$ cat src/rtl/core/stick_slip_friction_step_core_macros.svh
// Assertion macros for the friction step core.
`ifndef STICK_SLIP_FRICTION_STEP_CORE_MACROS_SVH
`define STICK_SLIP_FRICTION_STEP_CORE_MACROS_SVH
`ifndef NO_ASSERTIONS
`define SSF_ASSERT_IMP(lbl, ante, cons) \
    lbl: assert property (@(posedge clk) disable iff (!rst_n) (ante) |-> (cons)) \
        else $error("assertion failed");
`define SSF_ASSERT_NXT(lbl, ante, cons) \
    lbl: assert property (@(posedge clk) disable iff (!rst_n) (ante) |=> (cons)) \
        else $error("assertion failed");
`else
`define SSF_ASSERT_IMP(lbl, ante, cons)
`define SSF_ASSERT_NXT(lbl, ante, cons)
`endif
`endif

$ cat src/rtl/core/ssf_pkg.sv
package ssf_pkg;

    localparam int NUM_LANES = 3;

    localparam logic [2:0] REG_STATIC_SLACK  = 3'd0;
    localparam logic [2:0] REG_KINETIC_SLACK = 3'd1;
    localparam logic [2:0] REG_STIFFNESS     = 3'd2;
    localparam logic [2:0] REG_DAMPING       = 3'd3;
    localparam logic [2:0] REG_INV_TSTEP     = 3'd4;

    localparam logic [30:0] ONE_Q16  = 31'h0001_0000;
    localparam logic [30:0] ZERO_Q16 = 31'h0;

    typedef struct packed {
        logic load;
        logic square;
        logic mulr;
        logic div_init;
        logic div_step;
        logic commit;
        logic force1;
        logic force2;
        logic force3;
    } lane_ctrl_t;

endpackage

$ cat src/rtl/core/ssf_sqrt.sv
module ssf_sqrt
(
    input  logic        clk,
    input  logic        rst_n,
    input  logic        start,
    input  logic [66:0] radicand,
    output logic [32:0] root,
    output logic        done
);
    import ssf_pkg::*;

    logic [67:0] rad_reg, rad_next;
    logic [35:0] rem_reg, rem_next;
    logic [33:0] root_reg, root_next;
    logic [5:0]  cnt_reg, cnt_next;
    logic        busy_reg, busy_next;
    logic        done_reg, done_next;
    logic [35:0] rem_sh;
    logic [35:0] trial;

    // one result bit per cycle, two radicand bits shifted in each time
    always_comb
    begin
        rem_sh    = {rem_reg[33:0], rad_reg[67:66]};
        trial     = {root_reg, 2'b01};
        rad_next  = rad_reg;
        rem_next  = rem_reg;
        root_next = root_reg;
        cnt_next  = cnt_reg;
        busy_next = busy_reg;
        done_next = 1'b0;
        if (start)
        begin
            rad_next  = {1'b0, radicand};
            rem_next  = '0;
            root_next = '0;
            cnt_next  = '0;
            busy_next = 1'b1;
        end
        else if (busy_reg)
        begin
            rad_next = {rad_reg[65:0], 2'b00};
            if (rem_sh >= trial)
            begin
                rem_next  = rem_sh - trial;
                root_next = {root_reg[32:0], 1'b1};
            end
            else
            begin
                rem_next  = rem_sh;
                root_next = {root_reg[32:0], 1'b0};
            end
            cnt_next = cnt_reg + 6'd1;
            if (cnt_reg == 6'd33)
            begin
                busy_next = 1'b0;
                done_next = 1'b1;
            end
        end
    end

    always_ff @(posedge clk or negedge rst_n)
    begin
        if (!rst_n)
        begin
            busy_reg <= 1'b0;
            done_reg <= 1'b0;
            cnt_reg  <= '0;
        end
        else
        begin
            busy_reg <= busy_next;
            done_reg <= done_next;
            cnt_reg  <= cnt_next;
        end
    end

    always_ff @(posedge clk)
    begin
        rad_reg  <= rad_next;
        rem_reg  <= rem_next;
        root_reg <= root_next;
    end

    assign root = root_reg[32:0];
    assign done = done_reg;

endmodule

$ cat config.mk
export PLATFORM = sky130hd
export DESIGN_NAME = ssf_sqrt
export DESIGN_NICKNAME = d
export VERILOG_FILES = /design/src/rtl/core/stick_slip_friction_step_core_macros.svh /design/src/rtl/core/ssf_pkg.sv /design/src/rtl/core/ssf_sqrt.sv
export SDC_FILE = /design/constraint.sdc
export NUM_CORES = 1
export LEC_CHECK = 0
export BUFFER_PORTS_ARGS = -buffer_cell sky130_fd_sc_hd__buf_2
export CORE_ASPECT_RATIO = 0.6
export CORE_MARGIN = 3
export CORE_UTILIZATION = 30
export DETAILED_ROUTE_END_ITERATION = 8
export GPL_TIMING_DRIVEN = 1
export SLEW_MARGIN = 20
export SYNTH_ARGS = -nofsm -noshare
export SYNTH_HDL_FRONTEND = slang
export SYNTH_SLANG_ARGS = --single-unit
$ cat constraint.sdc
create_clock -name clk -period 3 [get_ports clk]
set_clock_uncertainty 0.05 [all_clocks]
set_input_delay 0.45 -clock clk [delete_from_list [all_inputs] [get_ports clk]]
set_output_delay 0.45 -clock clk [all_outputs]
set_load 0.02 [all_outputs]
==> run metrics, run 1 <==
fin nets around 1100; min Tclk post-route ~3.0 ns; Data arrival, critical path about 3.3 ns; Pre-antenna DRT Iters 5; CTS clk-pin slew, worst paths 0.06 ns; fmax 0.338 GHz; TritonCTS Buffers 17; RePlAce Congestion 0.881; Via Count between 6000 and 7000; layout cell share with drive strength beyond 1 37.1%; synth warn 0; FFs w/ async S/R, synth 5.56%; syn_nets between 900 and 1000; pwr dens 1010 mW/mm2; most frequent cells after synthesis nor2_1 (86), dfxtp_1 (69), edfxtp_1 (67), nand2_1 (66), mux2_2 (65); LEAKAGE 4.65 nW; Worst VDD drop 563 uV; Core Footprint 0.0266 mm2; top-area cell type share of the netlist area 24.6%; floorplan row count 46; Seq cells post-synth about 140; Final setup violation count 0; min-delay src radicand[1]; Die W 219 um; placed insts 1312; RSZ-0062 raised after global routing yes; clk_lat worst skew 0.43 ns; Slew @ Worst Pin approximately 0.5 ns; Final Hold Fails 0; Synth cell types 66; vias in the first global route just over 6000; Syn Std Cell Area 0.00817 mm2; top_reg_cell synth dfxtp_1; WL final 21000 um; Longest Clk Path Bufs 2; Sink Count 144; Period Utilization, post-route 98.8%; Yosys top cell by area edfxtp_1; Post-synth EDFFs 67; register area share after synthesis 44.0%; Finished Layout Cells ~1400; largest net degree at the start of global routing 78; main area contributors after synthesis edfxtp_1 (25%), dfxtp_1 (17%), mux2_2 (9.0%), ha_1 (5.8%), mux2i_1 (4.3%); total grt overflow 0; cell count after synthesis 819; CTS tree built; Crit Path Class reg -> reg; DR vias/cell a little under 5; Avg Inst Size Synth between 9 and 10 um2; synthesis-to-finish area growth 28.7%; H-tree Lvls 4; Cell Area, Placed about 0.0096 mm2; Tot GR Track Use 14.1%; I/O Buffers 103; Final Slew Violations 0; Initial DRC Count 505; CP startpoint root_reg[11]$_SDFFE_PP0P_; antenna violations before repair 0; Hold/Removal Path Class in -> reg; RR Startpoint root_reg[11]$_SDFFE_PP0P_; die area about 0.03 mm2; initial core utilization a little under a third; CP Capture Type flop; first-pass GRT wire length 33000 um; n_diodes 0; max reg flops 68; Max Cap Viol 0; Design Area, Final 0.0105 mm2; # DRC 0; DPL Wire Length between 10000 and 15000 um; CP Launch Type flop; post-DR wirelength/cell 15.5 um; IO Pins 104; Worst Path Required about 3.3 ns; run status finished clean; most frequent cell after synthesis nor2_1; Die Y ~130 um; clock root buffer clkbuf_16; Slew headroom 66.9%; crit-path max FO 8; Final ANT Viol Nets 0
-- through the flow --
stage          hold WS, ns  TNS, ns  util [%]  setup WS (ns)  power (mW)
5_1_grt              0.244   -0.139      39.5        -0.0792        11.3
4_1_cts              0.225   -0.107      38.3        -0.0675        9.82
3_5_place_dp         0.260    -1.63      36.0         -0.156        7.61
3_3_place_gp         0.262   -0.363      36.0        -0.0941        7.56
2_1_floorplan        0.104        0         -          0.177        5.81
6_report             0.257        0      39.5         0.0371        10.6
-- report_power, final --
group | internal, mW | switching [mW] | total (mW)
registers | 2.34 | 0.159 | 2.50
logic | 2.89 | 3.11 | 6.00
clock network | 1.16 | 0.923 | 2.09
total | 6.39 | 4.19 | 10.6
-- cells in the final DEF (no fill, tap or decap), types with 12 or more instances in the layout --
| cell | synthesis | final |
|---|---|---|
| mux2i_1 | 35 | 35 |
| nor3_1 | 12 | 12 |
| xnor2_1 | 17 | 17 |
| clkbuf_16 | 0 | 17 |
| dfxtp_1 | 69 | 64 |
| ha_1 | 38 | 31 |
| a311oi_1 | 23 | 20 |
| inv_1 | 46 | 43 |
| nand2_1 | 66 | 66 |
| a21o_1 | 17 | 17 |
| o21ai_0 | 23 | 20 |
| buf_4 | 33 | 109 |
| mux2_2 | 65 | 65 |
| nand3_1 | 15 | 14 |
| a21oi_1 | 31 | 27 |
| edfxtp_1 | 67 | 67 |
| buf_2 | 5 | 102 |
| nor2_1 | 86 | 85 |
-- path summary, 6_finish.rpt --
| kind | depth (start not counted) | slack (ns) | end |
|---|---|---|---|
| setup / recovery | 12 | 0.04 | rem_reg[20]$_SDFFE_PP0P_ |
| hold / removal | 2 | 0.26 | rad_reg[1]$_SDFFCE_PN0P_ |
| setup reg to reg | 12 | 0.04 | rem_reg[20]$_SDFFE_PP0P_ |
| hold reg to reg | 2 | 0.44 | rem_reg[32]$_SDFFE_PP0P_ |
| max in group asynchronous | 2 | 2.34 | busy_reg$_DFF_PN0_ |
| min in group asynchronous | 2 | 0.36 | done$_DFF_PN0_ |
-- logic make-up after synthesis --
family                     after synthesis  synth area share (%)
buffers and inverters                  119                  7.06
and+or+nand+nor                        238                  13.7
muxes                                  101                  13.4
DFF                                    144                  44.0
xor gates and xnor gates                24                  2.57
AOI/OAI and AO/OA                      155                  13.4
adders and majority gates               38                  5.82
-- per-layer routing --
metal	track usage [%]	vias to the layer above	wire length, um
met5	0	-	0
met4	3.38	0	238
met3	3.60	23	1120
met2	18.2	166	8210
met1	22.7	3088	11500
li1	-	3267	-
-- repair_timing --
action | CTS | global route
gates cloned | 0 | 1
buffers inserted | 0 | 11
endpoints found under the hold margin | 8 | 0
hold buffers | 1 | 0
pin swaps | 2 | 22
endpoints found under the setup margin | 31 | 33
resized for setup | 6 | 49
-- critical path, stage by stage, from the launching register on --
cell and delay (ns):
dfxtp_1 0.35, inv_2 0.06, ha_4 0.26, and3_4 0.21
nand3_4 0.07, or3_4 0.37, o311a_1 0.36, buf_4 0.15
o21ai_2 0.06, nand2_2 0.13, buf_12 0.17, or3b_1 0.38
a311oi_2 0.26
-- cell type report --
| cell class | instances | area, um2 |
|---|---|---|
| fill | 2651 | 16100 |
| multi-input combinational | 557 | 4270 |
| sequential | 144 | 3600 |
| timing repair buffer | 218 | 1440 |
| tap | 360 | 450 |
| clock buffer | 17 | 425 |
| inverter | 46 | 176 |
| clock inverter | 15 | 146 |
Power figures use the tool's default switching activity.
==> inputs of run 2 (changes only) <==
--- a/config.mk
+++ b/config.mk
@@ -10,7 +10,7 @@
 export CORE_MARGIN = 3
 export CORE_UTILIZATION = 30
 export DETAILED_ROUTE_END_ITERATION = 8
-export GPL_TIMING_DRIVEN = 1
+export GPL_TIMING_DRIVEN = 0
 export SLEW_MARGIN = 20
 export SYNTH_ARGS = -nofsm -noshare
 export SYNTH_HDL_FRONTEND = slang
==> run 2 against run 1 <==
Effect of this change: the flow now finishes with violations (negative setup slack); wire length is 8.7% higher; worst setup slack got worse by 0.088 ns; die area did not move; sequential share of layout area increased by 0.34 points; critical path depth shrank 2; sequential cell count unchanged; count of clock-buffer cells in the layout is 7 higher; hold slack about the same; via count grew 0.50%; cell count shrank 1.7%.
==> run metrics, run 2 (synthesized netlist as in run 1, its figures left out) <==
pwr dens 1030 mW/mm2 (+2.5%); clk_lat worst skew 0.43 ns (about the same); Hold/Removal Path Class in -> reg; initial core utilization 30.7% (unchanged); R2R depth 10 (-2); RePlAce Congestion 0.903 (+2.5%); sw power 4.30 mW (+2.5%); Min-Delay Path Depth 2 (unchanged); CTS tree built; violated checks negative setup slack; Sw Share 39.9% (+0.25 points); TritonCTS Buffers 17 (unchanged); H-tree Lvls 4 (unchanged); Pre-antenna DRT Iters 5 (unchanged); CP Launch Type flop; most frequent cells in the layout buf_2 (102), nor2_1 (85), edfxtp_1 (67), nand2_1 (66), mux2_2 (65); CP Depth 10 (-2); total grt overflow 0 (unchanged); Max Cap Viol 0 (unchanged); CP max-delay cell or4_4; placed insts 1283 (-2.2%); Finished Layout Cells 1334 (-1.7%); Final Slew Violations 0 (unchanged); Longest Clk Path Bufs 2 (unchanged); Crit Path Class reg -> reg; antenna violations before repair 0 (unchanged); Sink Count 144 (unchanged); Initial DRC Count 578 (+14%); DPL Wire Length 16200 um (+10%); Final Hold Fails 0 (unchanged); Die W 219 um (unchanged); run status finished with violations; RSZ-0062 raised after global routing yes; setup TNS -0.171 ns (-0.171 ns); Final ANT Viol Nets 0 (unchanged); Period Utilization, post-route 102% (+2.9 points); flop2flop setup slack -0.05 ns (-0.09 ns); Design Area, Final 0.0104 mm2 (-0.61%); crit-path max FO 6 (-2); min-delay src radicand[0]; largest net degree at the start of global routing 31 (-60%); Die Y 134 um (unchanged); Crit Reg-Reg Endpoint rem_reg[1]$_SDFFE_PP0P_; CTS clk-pin slew, worst paths 0.06 ns (about the same); total power 10.8 mW (+1.9%); # DRC 0 (unchanged); vias in the first global route 6198 (+0.24%); family with the most delay on the worst path compound AO/OA/AOI/OAI gates; layout cell share with drive strength beyond 1 35.7% (-1.4 points); Slew @ Worst Pin 1.03 ns (+0.539 ns); DR vias/cell 4.93 (+2.2%); synthesis-to-finish area growth 27.9%; hold path endpoint rad_reg[0]$_SDFFCE_PN0P_; I/O Buffers 102 (-0.97%); clock root buffer clkbuf_16; CP Cell Sequence ha_4 -> a21o_1 -> a221o_1 -> or2_4 -> or4_4 -> a21boi_4 -> nor2_4 -> clkbuf_16 -> o211ai_1 -> a21oi_1; Worst Path Required 3.24 ns (-0.05 ns); floorplan row count 46 (unchanged); Data arrival, critical path 3.29 ns (+0.03 ns); first-pass GRT wire length 35100 um (+6.4%); Cell Area, Placed 0.00917 mm2 (-4.1%); max reg flops 68 (unchanged); WP buf/inv 1 (-2); LEAKAGE 4.50 nW (-3.2%); min Tclk post-route 3.05 ns (+0.0880 ns); fmax 0.328 GHz (-2.9%); clock power share 20.6% (+0.9 points); WL final 22900 um (+8.7%); Core Util, Final 39.3% (-0.24 points); Logic pwr share 55.9% (-0.8 points); Slew headroom 31.0% (-36 points); Internal 6.48 mW (+1.4%); Worst VDD drop 535 uV (-5.0%); Final Worst Setup Slack -0.0509 ns (-0.0880 ns); Reg power frac 23.5% (about the same); n_diodes 0 (unchanged); Core Footprint 0.0266 mm2 (unchanged); post-DR wirelength/cell 17.1 um (+11%); CP Capture Type flop; commonest non-fill, non-tap cell in the layout buf_2; RR Startpoint rem_reg[12]$_SDFFE_PP0P_; CP peak stage delay 0.57 ns (+0.19 ns); IO Pins 104 (unchanged); Via Count 6577 (+0.50%); Final setup violation count 5 (+5); fin nets 1069 (-2.1%); die area 0.0293 mm2 (unchanged); Tot GR Track Use 15.4% (+1.3 points); CP startpoint rem_reg[12]$_SDFFE_PP0P_
[run 2: changes by cell type in the layout (fill, tap and decap cells not counted), sizes merged]
| cell | change |
|---|---|
| clkbuf | +29 |
| buf | -44 |
| clkinvlp | -1 |
| inv | -8 |
| bufinv | +2 |
| nor2 | -1 |
[run 2: worst max-delay path by stage]
| stage | to |
|---|---|
| after global placement | rad_reg[3]$_DFFE_PP_ |
| after global routing | rem_reg[1]$_SDFFE_PP0P_ |
| after floorplan | rem_reg[33]$_SDFFE_PP0P_ |
| after detailed placement | rem_reg[18]$_SDFFE_PP0P_ |
| final | rem_reg[1]$_SDFFE_PP0P_ |
| after CTS | rem_reg[15]$_SDFFE_PP0P_ |
[run 2: stage by stage]
step	setup WS (ns)	hold slack [ns]
final	-0.0509	0.256
after global routing	-0.138	0.244
after CTS	0.00298	0.222
after detailed placement	-0.510	0.252
after global placement	-0.651	0.262
after floorplan	0.177	0.104
[run 2: area by class of cell]
| type | instances | area [um2] |
|---|---|---|
| well taps | 360 | 450 |
| multi-input cells | 556 | 4370 |
| fillers | 2666 | 16100 |
| inverters | 46 | 176 |
| repair buffers | 130 | 782 |
| clock buffers | 24 | 483 |
| plain buffers | 66 | 430 |
| flip-flops and latches | 144 | 3620 |
| clock inverters | 8 | 131 |
[run 2: power by group through the flow]
stage / clock (mW) / combinational [mW] / sequential [mW]
3_3_place_gp: 0 / 4.37 / 2.54
4_1_cts: 2.29 / 5.06 / 2.51
3_5_place_dp: 0 / 4.41 / 2.55
2_1_floorplan: 0 / 3.33 / 2.48
6_report: 2.22 / 6.03 / 2.53
5_1_grt: 2.37 / 6.50 / 2.55
[run 2: layer usage]
metal | wire length [um] | part of all wire [%] | vias up | global-route usage, %
li1 | - | - | 3224 | -
met1 | 12200 | 53 | 3125 | 25.1
met2 | 8720 | 38 | 198 | 19.4
met3 | 1660 | 7.2 | 30 | 4.08
met4 | 287 | 1.3 | 0 | 3.74
met5 | 0 | 0 | - | 0
[run 2: timing repair]
item / CTS / global route
setup endpoints to repair: 35 / 92
hold endpoints to repair: 8 / 0
hold buffers: 1 / 0
resized for setup: 47 / 69
setup buffers: 7 / 17
pin swaps: 10 / 16
cloned: 0 / 1
==> inputs of run 3 (changes only) <==
--- a/config.mk
+++ b/config.mk
@@ -8,7 +8,7 @@
 export BUFFER_PORTS_ARGS = -buffer_cell sky130_fd_sc_hd__buf_2
 export CORE_ASPECT_RATIO = 0.6
 export CORE_MARGIN = 3
-export CORE_UTILIZATION = 30
+export CORE_UTILIZATION = 34
 export DETAILED_ROUTE_END_ITERATION = 8
 export GPL_TIMING_DRIVEN = 0
 export SLEW_MARGIN = 20
==> run 3 against run 2 <==
Effect of this change: the run now ends clean; die area fell by 11%; cell count fell by 3.8%; non-clock buffer count fell by 6; utilization rose by 4.8 points; sequential cell count did not move; count of clock-buffer cells in the layout fell by 6; sequential power barely moved; sequential share of layout area rose by 0.52 points; register-to-register slack improved by 0.098 ns; hold slack got worse by 0.0026 ns; global-route usage rose by 1.9 points; largest cell class unchanged; highest routed layer unchanged.
==> run metrics, run 3 (synthesized netlist as in run 1, its figures left out) <==
run status finished clean; vias in the first global route 6343 (+2.3%); Crit Reg-Reg Endpoint rem_reg[24]$_SDFFE_PP0P_; I/O Buffers 102 (unchanged); WL final 22400 um (-1.9%); Sink Count 144 (unchanged); CP Launch Type flop; RePlAce Congestion 0.926 (+2.6%); crit-path max FO 5 (-1); CP Capture Type flop; total grt overflow 0 (unchanged); R2R depth 11 (+1); TritonCTS Buffers 17 (unchanged); Worst VDD drop 656 uV (+23%); antenna violations before repair 0 (unchanged); Slew headroom 35.4% (+4.4 points); min Tclk post-route 2.95 ns (-0.0976 ns); first-pass GRT wire length 35300 um (+0.49%); fin nets 1063 (-0.56%); Period Utilization, post-route 98.4% (-3.3 points); commonest non-fill, non-tap cell in the layout buf_2; Via Count 6662 (+1.3%); Final Hold Fails 0 (unchanged); clk_lat worst skew 0.43 ns (about the same); max reg flops 68 (unchanged); floorplan row count 43 (-6.5%); RR Startpoint root_reg[12]$_SDFFE_PP0P_; fmax 0.339 GHz (+3.3%); Max Cap Viol 0 (unchanged); Final ANT Viol Nets 0 (unchanged); Pre-antenna DRT Iters 5 (unchanged); CTS tree built; layout cell share with drive strength beyond 1 35.8% (+0.12 points); RSZ-0062 raised after global routing yes; Core Util, Final 44.1% (+4.8 points); DR vias/cell 5.19 (+5.3%); Final Slew Violations 0 (unchanged); IO Pins 104 (unchanged); flop2flop setup slack 0.05 ns (+0.10 ns); Fin Hold WS 0.254 ns (-0.00265 ns); Die Y 126 um (-5.8%); Filler Cell Count 2286 (-14%); Tot GR Track Use 17.3% (+1.9 points); H-tree Lvls 4 (unchanged); LEAKAGE 4.45 nW (-1.1%); n_diodes 0 (unchanged); most frequent cells in the layout buf_2 (103), nor2_1 (83), edfxtp_1 (67), nand2_1 (66), mux2_2 (65); Data arrival, critical path 3.25 ns (-0.04 ns); min-delay src radicand[1]; hold path endpoint rad_reg[1]$_SDFFCE_PN0P_; Longest Clk Path Bufs 2 (unchanged); pwr dens 1010 mW/mm2 (-2.0%); clock root buffer clkbuf_16; largest net degree at the start of global routing 31 (unchanged); Min-Delay Path Depth 2 (unchanged); synthesis-to-finish area growth 26.2%; Final setup violation count 0 (-5); Initial DRC Count 637 (+10%); DPL Wire Length 15900 um (-2.0%); die area 0.0260 mm2 (-11%); Die W 206 um (-5.9%); # DRC 0 (unchanged); Hold/Removal Path Class in -> reg; CTS clk-pin slew, worst paths 0.06 ns (about the same); initial core utilization 35.0% (+4.3 points); Slew @ Worst Pin 0.969 ns (-0.0665 ns); post-DR wirelength/cell 17.5 um (+2.0%); Core Footprint 0.0233 mm2 (-12%); Worst Path Required 3.30 ns (+0.06 ns); Crit Path Class reg -> reg; total power 10.4 mW (-3.4%)
==> run 3: cell count changes in the layout (fill, tap and decap cells not counted), sizes merged <==
cell,before,now
clkinv,3,1
inv,45,54
clkbuf,47,41
buf,172,166
bufinv,3,2
==> run 3: how the worst max path moves through the flow <==
| stage | end | slack [ns] | startpoint | cells past startpoint |
|---|---|---|---|---|
| final | rem_reg[24]$_SDFFE_PP0P_ | 0.05 | root_reg[12]$_SDFFE_PP0P_ | 11 |
| after floorplan | rem_reg[33]$_SDFFE_PP0P_ | 0.18 | root_reg[13]$_SDFFE_PP0P_ | 10 |
| after CTS | rem_reg[33]$_SDFFE_PP0P_ | 0.005 | root_reg[13]$_SDFFE_PP0P_ | 10 |
| after global routing | rem_reg[24]$_SDFFE_PP0P_ | -0.03 | root_reg[12]$_SDFFE_PP0P_ | 11 |
| after detailed placement | rem_reg[16]$_SDFFE_PP0P_ | -0.57 | root_reg[23]$_SDFFE_PP0P_ | 12 |
| after global placement | rad_reg[12]$_DFFE_PP_ | -0.56 | busy_reg$_DFF_PN0_ | 5 |
==> run 3: worst max-delay path, stage by stage (launching register included) <==
cell and delay (ns):
dfxtp_4 0.37, inv_4 0.04, ha_4 0.25, a21o_1 0.18, a221o_1 0.38, or2_4 0.29, or4_4 0.44, a21boi_4 0.26
nor2_4 0.11, buf_6 0.13, a211o_1 0.24, a21oi_1 0.14
==> run 3: per-stage QoR <==
step           cells  setup TNS, ns  worst slack (ns)  area [um2]
4_1_cts         1278              0           0.00453       10000
2_1_floorplan    819              0             0.177        8170
3_3_place_gp    1236         -53.27            -0.565        9070
5_1_grt         1283        -0.0294           -0.0278       10300
3_5_place_dp    1238         -16.55            -0.571        9110
6_report        1283              0            0.0466       10300
==> run 3: layout make-up <==
cell class	instances	area (um2)	share of cell area [%]
clock inverters	14	165	1.60
repair buffers	123	699	6.79
flip-flops and latches	144	3620	35.2
multi-input cells	556	4400	42.7
clock buffers	18	429	4.17
well taps	315	394	3.83
inverters	46	179	1.74
plain buffers	67	417	4.04
==> run 3: power breakdown <==
part           switching, mW  internal [mW]
registers              0.193           2.34
logic                   3.18           2.52
clock network          0.931           1.25
==> run 3: repair_timing <==
item	4_1_cts	5_1_grt
pin swaps	13	14
resized for setup	50	62
setup buffers	10	8
setup endpoints to repair	64	62
endpoints found under the hold margin	8	0
hold buffers	1	0
==> run 3: metal layers <==
| metal | up-vias | global-route usage [%] | part of all wire (%) |
|---|---|---|---|
| met2 | 214 | 23.0 | 39 |
| met5 | - | 0 | 0 |
| met1 | 3236 | 28.0 | 54 |
| met4 | 0 | 3.59 | 0.78 |
| met3 | 14 | 3.72 | 6.2 |
| li1 | 3198 | - | - |
